===== src/sv/dq_pkg.sv =====
// Shared types and codes for the double-ended queue block.
// Used by dq_ring, dq_out and double_ended_queue; no dependencies.
package dq_pkg;

  // Default ring depth.
  localparam int unsigned DqDepth = 64;

  // Operation codes carried on the request kind field.
  localparam logic [2:0] KIND_PUSH_FRONT = 3'd0;
  localparam logic [2:0] KIND_PUSH_BACK  = 3'd1;
  localparam logic [2:0] KIND_POP_FRONT  = 3'd2;
  localparam logic [2:0] KIND_POP_BACK   = 3'd3;
  localparam logic [2:0] KIND_DUMP       = 3'd4;

  // Result status codes.
  localparam logic [1:0] STATUS_OK    = 2'd0;
  localparam logic [1:0] STATUS_EMPTY = 2'd1;
  localparam logic [1:0] STATUS_FULL  = 2'd2;

  // One result on its way to the output side.
  typedef struct packed {
    logic [31:0] data;
    logic [1:0]  status;
    logic        last;
  } dq_res_t;

endpackage


===== src/sv/dq_ring.sv =====
// Ring store of the queue: one write port, one read port, registered read.
// Depends on dq_pkg for the default depth.
module dq_ring
  import dq_pkg::*;
#(
  parameter int unsigned DEPTH = DqDepth,
  parameter int unsigned AW    = (DEPTH > 1) ? $clog2(DEPTH) : 1
) (
  input  logic          clk_i,
  input  logic          we_i,
  input  logic [AW-1:0] waddr_i,
  input  logic [31:0]   wdata_i,
  input  logic          re_i,
  input  logic [AW-1:0] raddr_i,
  output logic [31:0]   rdata_o
);

  logic [31:0] mem [DEPTH];
  logic [31:0] rdata_q;

  // Write port.
  always_ff @(posedge clk_i) begin
    if (we_i) begin
      mem[waddr_i] <= wdata_i;
    end
  end

  // Read port; the read data is registered.
  always_ff @(posedge clk_i) begin
    if (re_i) begin
      rdata_q <= mem[raddr_i];
    end
  end

  assign rdata_o = rdata_q;

endmodule


===== src/sv/dq_out.sv =====
// Two-entry output queue that decouples result generation from the master side.
// Depends on dq_pkg for the result type.
module dq_out
  import dq_pkg::*;
(
  input  logic        clk_i,
  input  logic        rst_ni,
  input  logic        wr_i,
  input  dq_res_t     wr_res_i,
  output logic [1:0]  cnt_o,
  output logic        m_tvalid,
  input  logic        m_tready,
  output logic [7:0]  m_tuser,   // [1:0] status, zero above
  output logic [31:0] m_tdata,   // [31:0] data
  output logic        m_tlast
);

  dq_res_t    buf_q [2];
  logic       wptr_q, rptr_q;
  logic [1:0] cnt_q;
  logic       pop;
  dq_res_t    head;

  assign pop  = (cnt_q != 2'd0) && m_tready;
  assign head = buf_q[rptr_q];

  // Entry storage; the writer never pushes into a full queue.
  always_ff @(posedge clk_i) begin
    if (wr_i) begin
      buf_q[wptr_q] <= wr_res_i;
    end
  end

  // Pointers and occupancy.
  always_ff @(posedge clk_i or negedge rst_ni) begin
    if (!rst_ni) begin
      wptr_q <= 1'b0;
      rptr_q <= 1'b0;
      cnt_q  <= 2'd0;
    end else begin
      if (wr_i) begin
        wptr_q <= ~wptr_q;
      end
      if (pop) begin
        rptr_q <= ~rptr_q;
      end
      cnt_q <= cnt_q + {1'b0, wr_i} - {1'b0, pop};
    end
  end

  assign cnt_o    = cnt_q;
  assign m_tvalid = (cnt_q != 2'd0);
  assign m_tdata  = head.data;
  assign m_tuser  = {6'd0, head.status};
  assign m_tlast  = head.last;

  // The queue never holds more than two entries.
  assert property (@(posedge clk_i) disable iff (!rst_ni) cnt_q != 2'd3)
    else $error("dq_out: occupancy beyond two");
  // A write into a full queue must coincide with a pop.
  assert property (@(posedge clk_i) disable iff (!rst_ni)
    (wr_i && cnt_q == 2'd2) |-> pop)
    else $error("dq_out: overflow");
  // A stalled head entry keeps its data and last flag.
  assert property (@(posedge clk_i) disable iff (!rst_ni)
    (m_tvalid && !m_tready) |=> $stable(m_tdata) && $stable(m_tlast))
    else $error("dq_out: head changed while stalled");

endmodule


===== src/sv/double_ended_queue.sv =====
// Double-ended queue on a ring store. Push and pop requests can be accepted back to back
// while the output side has room; a result passes the staging register and then the
// two-entry output queue. No request is accepted until a dump has streamed every stored
// element, set by the single read port of the ring. Reset empties the queue at
// once (front and count cleared); ring contents are not cleared and are never read
// before written.
module double_ended_queue
  import dq_pkg::*;
#(
  parameter int unsigned DEPTH = DqDepth
) (
  input  logic        clk_i,
  input  logic        rst_ni,
  input  logic        s_tvalid,
  output logic        s_tready,
  input  logic [31:0] s_tdata,   // [31:0] value
  input  logic [7:0]  s_tuser,   // [2:0] kind, zero above
  output logic        m_tvalid,
  input  logic        m_tready,
  output logic [31:0] m_tdata,   // [31:0] data
  output logic [7:0]  m_tuser,   // [1:0] status, zero above
  output logic        m_tlast
);

  localparam int unsigned AW = (DEPTH > 1) ? $clog2(DEPTH) : 1;
  localparam int unsigned CW = $clog2(DEPTH + 1);
  localparam int unsigned SW = CW + 1;

  localparam logic ST_IDLE = 1'b0;
  localparam logic ST_DUMP = 1'b1;

  logic          state_q, state_d;
  logic [AW-1:0] front_q, front_d;
  logic [CW-1:0] cnt_q, cnt_d;
  logic [CW-1:0] idx_q, idx_d;
  logic          st_vld_q, st_vld_d;
  logic          st_mem_q, st_mem_d;
  dq_res_t       st_res_q, st_res_d;

  logic          we, re;
  logic [AW-1:0] waddr, raddr;
  logic [31:0]   rdata;
  logic [1:0]    ob_cnt;
  logic          pop, room, acc;
  logic [2:0]    pend;
  dq_res_t       wr_res;
  logic [2:0]    kind;

  // Position offset entries behind the front, wrapped to the ring.
  function automatic logic [AW-1:0] ring_pos(input logic [AW-1:0] base,
                                             input logic [CW-1:0] off);
    logic [SW-1:0] sum;
    sum = SW'(base) + SW'(off);
    if (sum >= SW'(DEPTH)) begin
      sum = sum - SW'(DEPTH);
    end
    return sum[AW-1:0];
  endfunction

  assign kind = s_tuser[2:0];
  assign pop  = m_tvalid && m_tready;
  // Room for one more result counting the staged one and the one leaving.
  assign pend = {1'b0, ob_cnt} + {2'b00, st_vld_q} - {2'b00, pop};
  assign room = (pend < 3'd2);
  assign s_tready = (state_q == ST_IDLE) && room;
  assign acc = s_tvalid && s_tready;

  // Request decode, pointer update and dump sequencing.
  always_comb begin
    state_d  = state_q;
    front_d  = front_q;
    cnt_d    = cnt_q;
    idx_d    = idx_q;
    st_vld_d = 1'b0;
    st_mem_d = 1'b0;
    st_res_d = '{data: s_tdata, status: STATUS_OK, last: 1'b1};
    we       = 1'b0;
    waddr    = ring_pos(front_q, cnt_q);
    re       = 1'b0;
    raddr    = front_q;
    if (acc) begin
      unique case (kind) inside
        KIND_PUSH_FRONT, KIND_PUSH_BACK: begin
          st_vld_d = 1'b1;
          if (cnt_q >= CW'(DEPTH)) begin
            st_res_d.status = STATUS_FULL;
          end else begin
            we    = 1'b1;
            cnt_d = cnt_q + CW'(1);
            if (kind == KIND_PUSH_FRONT) begin
              front_d = (front_q == '0) ? AW'(DEPTH - 1) : front_q - AW'(1);
              waddr   = front_d;
            end
          end
        end
        KIND_POP_FRONT, KIND_POP_BACK: begin
          st_vld_d = 1'b1;
          if (cnt_q == '0) begin
            st_res_d = '{data: 32'd0, status: STATUS_EMPTY, last: 1'b1};
          end else begin
            re       = 1'b1;
            st_mem_d = 1'b1;
            cnt_d    = cnt_q - CW'(1);
            if (kind == KIND_POP_FRONT) begin
              front_d = ring_pos(front_q, CW'(1));
            end else begin
              raddr = ring_pos(front_q, cnt_q - CW'(1));
            end
          end
        end
        KIND_DUMP: begin
          if (cnt_q == '0) begin
            st_vld_d = 1'b1;
            st_res_d = '{data: 32'd0, status: STATUS_EMPTY, last: 1'b1};
          end else begin
            state_d = ST_DUMP;
            idx_d   = '0;
          end
        end
        default: begin
        end
      endcase
    end else if (state_q == ST_DUMP && room) begin
      // Stream one stored element per cycle while the output queue has room, front to back.
      re              = 1'b1;
      raddr           = ring_pos(front_q, idx_q);
      st_vld_d        = 1'b1;
      st_mem_d        = 1'b1;
      st_res_d.last   = (idx_q == cnt_q - CW'(1));
      idx_d           = idx_q + CW'(1);
      if (st_res_d.last) begin
        state_d = ST_IDLE;
      end
    end
  end

  // Control registers.
  always_ff @(posedge clk_i or negedge rst_ni) begin
    if (!rst_ni) begin
      state_q  <= ST_IDLE;
      front_q  <= '0;
      cnt_q    <= '0;
      idx_q    <= '0;
      st_vld_q <= 1'b0;
    end else begin
      state_q  <= state_d;
      front_q  <= front_d;
      cnt_q    <= cnt_d;
      idx_q    <= idx_d;
      st_vld_q <= st_vld_d;
    end
  end

  // Staged result payload; the ring read data is registered at the same edge and joins it here.
  always_ff @(posedge clk_i) begin
    st_mem_q <= st_mem_d;
    st_res_q <= st_res_d;
  end

  always_comb begin
    wr_res = st_res_q;
    if (st_mem_q) begin
      wr_res.data = rdata;
    end
  end

  dq_ring #(
    .DEPTH(DEPTH),
    .AW   (AW)
  ) u_ring (
    .clk_i  (clk_i),
    .we_i   (we),
    .waddr_i(waddr),
    .wdata_i(s_tdata),
    .re_i   (re),
    .raddr_i(raddr),
    .rdata_o(rdata)
  );

  dq_out u_out (
    .clk_i   (clk_i),
    .rst_ni  (rst_ni),
    .wr_i    (st_vld_q),
    .wr_res_i(wr_res),
    .cnt_o   (ob_cnt),
    .m_tvalid(m_tvalid),
    .m_tready(m_tready),
    .m_tuser (m_tuser),
    .m_tdata (m_tdata),
    .m_tlast (m_tlast)
  );

  // The element count never exceeds the ring depth.
  assert property (@(posedge clk_i) disable iff (!rst_ni) cnt_q <= CW'(DEPTH))
    else $error("double_ended_queue: count beyond depth");
  // A staged result that takes ring data had a read issued the cycle before.
  assert property (@(posedge clk_i) disable iff (!rst_ni)
    (st_vld_q && st_mem_q) |-> $past(re))
    else $error("double_ended_queue: ring data without a read");
  // No request is taken while a dump is streaming.
  assert property (@(posedge clk_i) disable iff (!rst_ni)
    (state_q == ST_DUMP) |-> !s_tready)
    else $error("double_ended_queue: request accepted during dump");
  // The element count and front do not change while a dump streams.
  assert property (@(posedge clk_i) disable iff (!rst_ni)
    (state_q == ST_DUMP) |=> $stable(cnt_q) && $stable(front_q))
    else $error("double_ended_queue: state changed during dump");

endmodule


===== config.mk =====
export PLATFORM = sky130hd
export DESIGN_NAME = double_ended_queue
export DESIGN_NICKNAME = d
export VERILOG_FILES = /design/src/sv/dq_pkg.sv /design/src/sv/dq_ring.sv /design/src/sv/dq_out.sv /design/src/sv/double_ended_queue.sv
export SDC_FILE = /design/constraint.sdc
export NUM_CORES = 2
export LEC_CHECK = 0
export ABC_AREA = 1
export BUFFER_PORTS_ARGS = -buffer_cell sky130_fd_sc_hd__buf_2
export CAP_MARGIN = 0
export CORE_MARGIN = 2
export CORE_UTILIZATION = 28
export CTS_BUF_LIST = sky130_fd_sc_hd__clkbuf_4 sky130_fd_sc_hd__clkbuf_8
export DETAILED_ROUTE_END_ITERATION = 10
export PLACE_DENSITY = 0.48
export REMOVE_ABC_BUFFERS = 1
export SYNTH_ARGS = -nofsm -noshare
export SYNTH_HDL_FRONTEND = slang
export SYNTH_HIERARCHICAL = 1
export SYNTH_SLANG_ARGS = --single-unit

===== constraint.sdc =====
create_clock -name clk_i -period 7.4 [get_ports clk_i]
set_input_delay 1.48 -clock clk_i [delete_from_list [all_inputs] [get_ports clk_i]]
set_output_delay 1.48 -clock clk_i [all_outputs]
set_load 0.05 [all_outputs]

==> metrics.md <==
| Metric | Value |
|---|---|
| Bufs on Longest Clock Path | 4 |
| Post-synth EDFFs | 2,150 |
| Starting DRC count in detailed routing | 5,059 |
| Reg2reg start | u_out/cnt_o[1]$_DFF_PN0_ |
| Largest net degree at the start of global routing | 176 |
| # Max-Cap Violations | 0 |
| Synth Flop Type | edfxtp_1 |
| Post-synth cell types | 48 |
| Site Rows | 208 |
| Core Region | 321,000 um^2 |
| Initial antenna violation count | 14 |
| Clock slew at reported path FFs | 0.07 ns |
| Initial Util | 0.281 |
| Synth Area per Inst | 12.0 um^2 |
| Final WL | 278 mm |
| Fraction of layout cells with a size suffix above 1 | 0.128 |
| Vias in the first global route | 57.1k |
| Final nets | 7,829 |
| Global route overflow | 0 |
| Fin. Hold Viols | 0 |
| Yosys warning total | 6 |
| CTS Buf Count | 392 |
| Final GP Congestion | 0.784 |
| Area occupied by registers | 65,900 um^2 |
| Area of the multi-input gates | 21,800 um^2 |
| Die height | 571 um |
| Final Setup Violations | 0 |
| DR DRC count | 0 |
| CTS HTree Levels | 5 |
| Routed WL per cell | 22.5 um |
| R2R depth | 20 |
| Setup Skew | 0.112 ns |
| Critical path required time | 8.07 ns |
| # clock sinks | 2,212 |
| Routed Antenna Nets | 0 |
| Least-Margin Pin Slew | 1.32 ns |
| Post-Synthesis Cells | 7,538 |
| RSZ-0062 raised after global routing | false |
| Vias | 59.3k |
| Ys async rst share | 0.0118 |
| Placed cell area | 96,400 um^2 |
| Drt pass-1 iters | 7 |
| Worst min-delay path category | in2async |
| IO Port Bufs | 75 |
| Cell taking the most area after synthesis | edfxtp_1 |
| Die Span X | 571 um |
| WS Path Type | reg2reg |
| Synth cell count leaders | nand2_1, edfxtp_1, nand3_1, buf_2, nor2_1 |
| Final Cell Area | 104,000 um^2 |
| Synthesized area | 90,100 um^2 |
| Type of destination of the critical path | register |
| Crit path DAT | 6.26 ns |
| Worst-path fanout max | 32 |
| Clock latency on the worst-skew pair | 1.11 ns |
| Outcome | completed |
| Max Slew Vio Count | 0 |
| Dominant cells by area after synthesis | edfxtp_1, nand3_1, nand2_1 |
| Number of gates resized after CTS | 0 |
| Tot GR Track Use | 0.167 |
| Max Fclk | 179 MHz |
| Synthesized flop and latch total | 2,212 |
| Buffer count from post-CTS setup fixing | 0 |
| Max-slew headroom | 0.120 |
| Vias per cell | 4.80 |
| Fill count | 32.1k |
| Clk root buf | clkbuf_8 |
| Die ar. | 326,000 um^2 |
| Reg2reg end | u_ring/mem[63][21]$_DFFE_PP_ |
| Area grow syn2layout | 15.2% |
| DP HPWL | 142 mm |
| Ports | 87 |
| Fin crit share | 0.756 |
| Hold buffer count at CTS | 0 |
| Top-area cell type share of the netlist area | 0.717 |
| Internal reg-to-reg setup slack | 1.81 ns |
| Tmin final | 5.59 ns |
| CTS tree | yes |
| Crit start category | register |
| First-pass GRT wire length | 399 mm |
| Seq/Total Area, Yosys | 0.732 |
| Most frequent cell after synthesis | nand2_1 |
-- flip-flops by register name (all words and copies together) (netlist names), 2 cells and up --
register        flops
u_ring/rdata_o     32
u_out/cnt_o         2
u_ring/mem       2048
idx_q               7
cnt_q               7
u_out/buf_q        70
front_q             6
st_res_q           35
-- stage by stage --
stage	TNS [ns]	setup WS (ns)	hold slack (ns)	instances	util
global placement	0	1.04	0.422	11700	0.301
finish	0	1.81	0.408	12300	0.324
global route	0	1.56	0.381	12300	0.323
floorplan	-2845.02	-86.62	0.404	7063	-
detailed placement	0	1.03	0.420	11700	0.301
CTS	0	1.84	0.317	12300	0.323
-- cell usage in the layout, fill, tap and decap left out, types with 14 or more instances in the layout --
| master | instances |
|---|---|
| a21oi_1 | 14 |
| buf_12 | 63 |
| buf_2 | 75 |
| buf_4 | 160 |
| clkbuf_4 | 139 |
| clkbuf_8 | 410 |
| clkinv_1 | 72 |
| clkinv_2 | 27 |
| dfrtp_1 | 26 |
| dfxtp_1 | 36 |
| diode_2 | 22 |
| edfxtp_1 | 2150 |
| ha_1 | 26 |
| inv_1 | 98 |
| mux2_2 | 32 |
| nand2_1 | 2473 |
| nand3_1 | 1948 |
| nand4_1 | 19 |
| nor2_1 | 54 |
| nor2_4 | 63 |
| o21ai_0 | 21 |
-- per-layer routing --
layer | GRT usage | up-vias | wire length (um)
li1 | - | 27100 | -
met1 | 0.221 | 29900 | 120000
met2 | 0.278 | 1798 | 134000
met3 | 0.0258 | 480 | 15600
met4 | 0.0543 | 0 | 8330
met5 | 0 | - | 0
-- worst max-delay path: stages, from the launching register on --
cell and delay [ns]:
dfrtp_1 0.43, inv_1 0.10, nand2_1 0.14, nand2_1 0.11, inv_1 0.05, ha_1 0.27
inv_1 0.06, nand2_1 0.06, fa_1 0.39, inv_1 0.06, nand2_1 0.07, nand3_4 0.11
nor2_4 0.05, nand2_4 0.18, clkinv_4 0.15, nand2_1 0.19, inv_1 0.14, o21ai_1 0.80
nand3_1 0.79, nor2_4 0.27, buf_4 0.66
-- cell families after synthesis --
group                    Yosys count  share of synthesized area
adder cells (fa/ha/maj)           30                    0.00450
flip-flops                      2212                      0.732
buffers and inverters            588                     0.0325
multiplexers                      32                    0.00400
other                              1                  0.0000416
XOR/XNOR                          18                    0.00175
AND/OR/NAND/NOR                 4591                      0.221
AO/OA/AOI/OAI                     66                    0.00458
-- worst max path at each step --
stage / from / to / cells past startpoint
floorplan: m_tready / u_ring/rdata_o[5]$_DFFE_PP_ / 22
global placement: m_tready / u_ring/rdata_o[27]$_DFFE_PP_ / 23
detailed placement: m_tready / u_ring/mem[59][27]$_DFFE_PP_ / 19
CTS: u_out/cnt_o[1]$_DFF_PN0_ / u_ring/mem[63][22]$_DFFE_PP_ / 20
global route: u_out/cnt_o[1]$_DFF_PN0_ / u_ring/rdata_o[27]$_DFFE_PP_ / 24
finish: u_out/cnt_o[1]$_DFF_PN0_ / u_ring/mem[63][21]$_DFFE_PP_ / 20
-- final cells by class --
type                    instances  share of cell area
flip-flops and latches       2212               0.636
diodes                         22            0.000531
repair buffers                298              0.0274
clock buffers                 549              0.0644
well taps                    4305              0.0519
inverters                     108             0.00439
clock inverters               112             0.00610
multi-input cells            4743               0.210
Power is left out: the tool's default activity adds up to more than one toggle a clock period on the data nets, which glitch-free logic cannot reach.
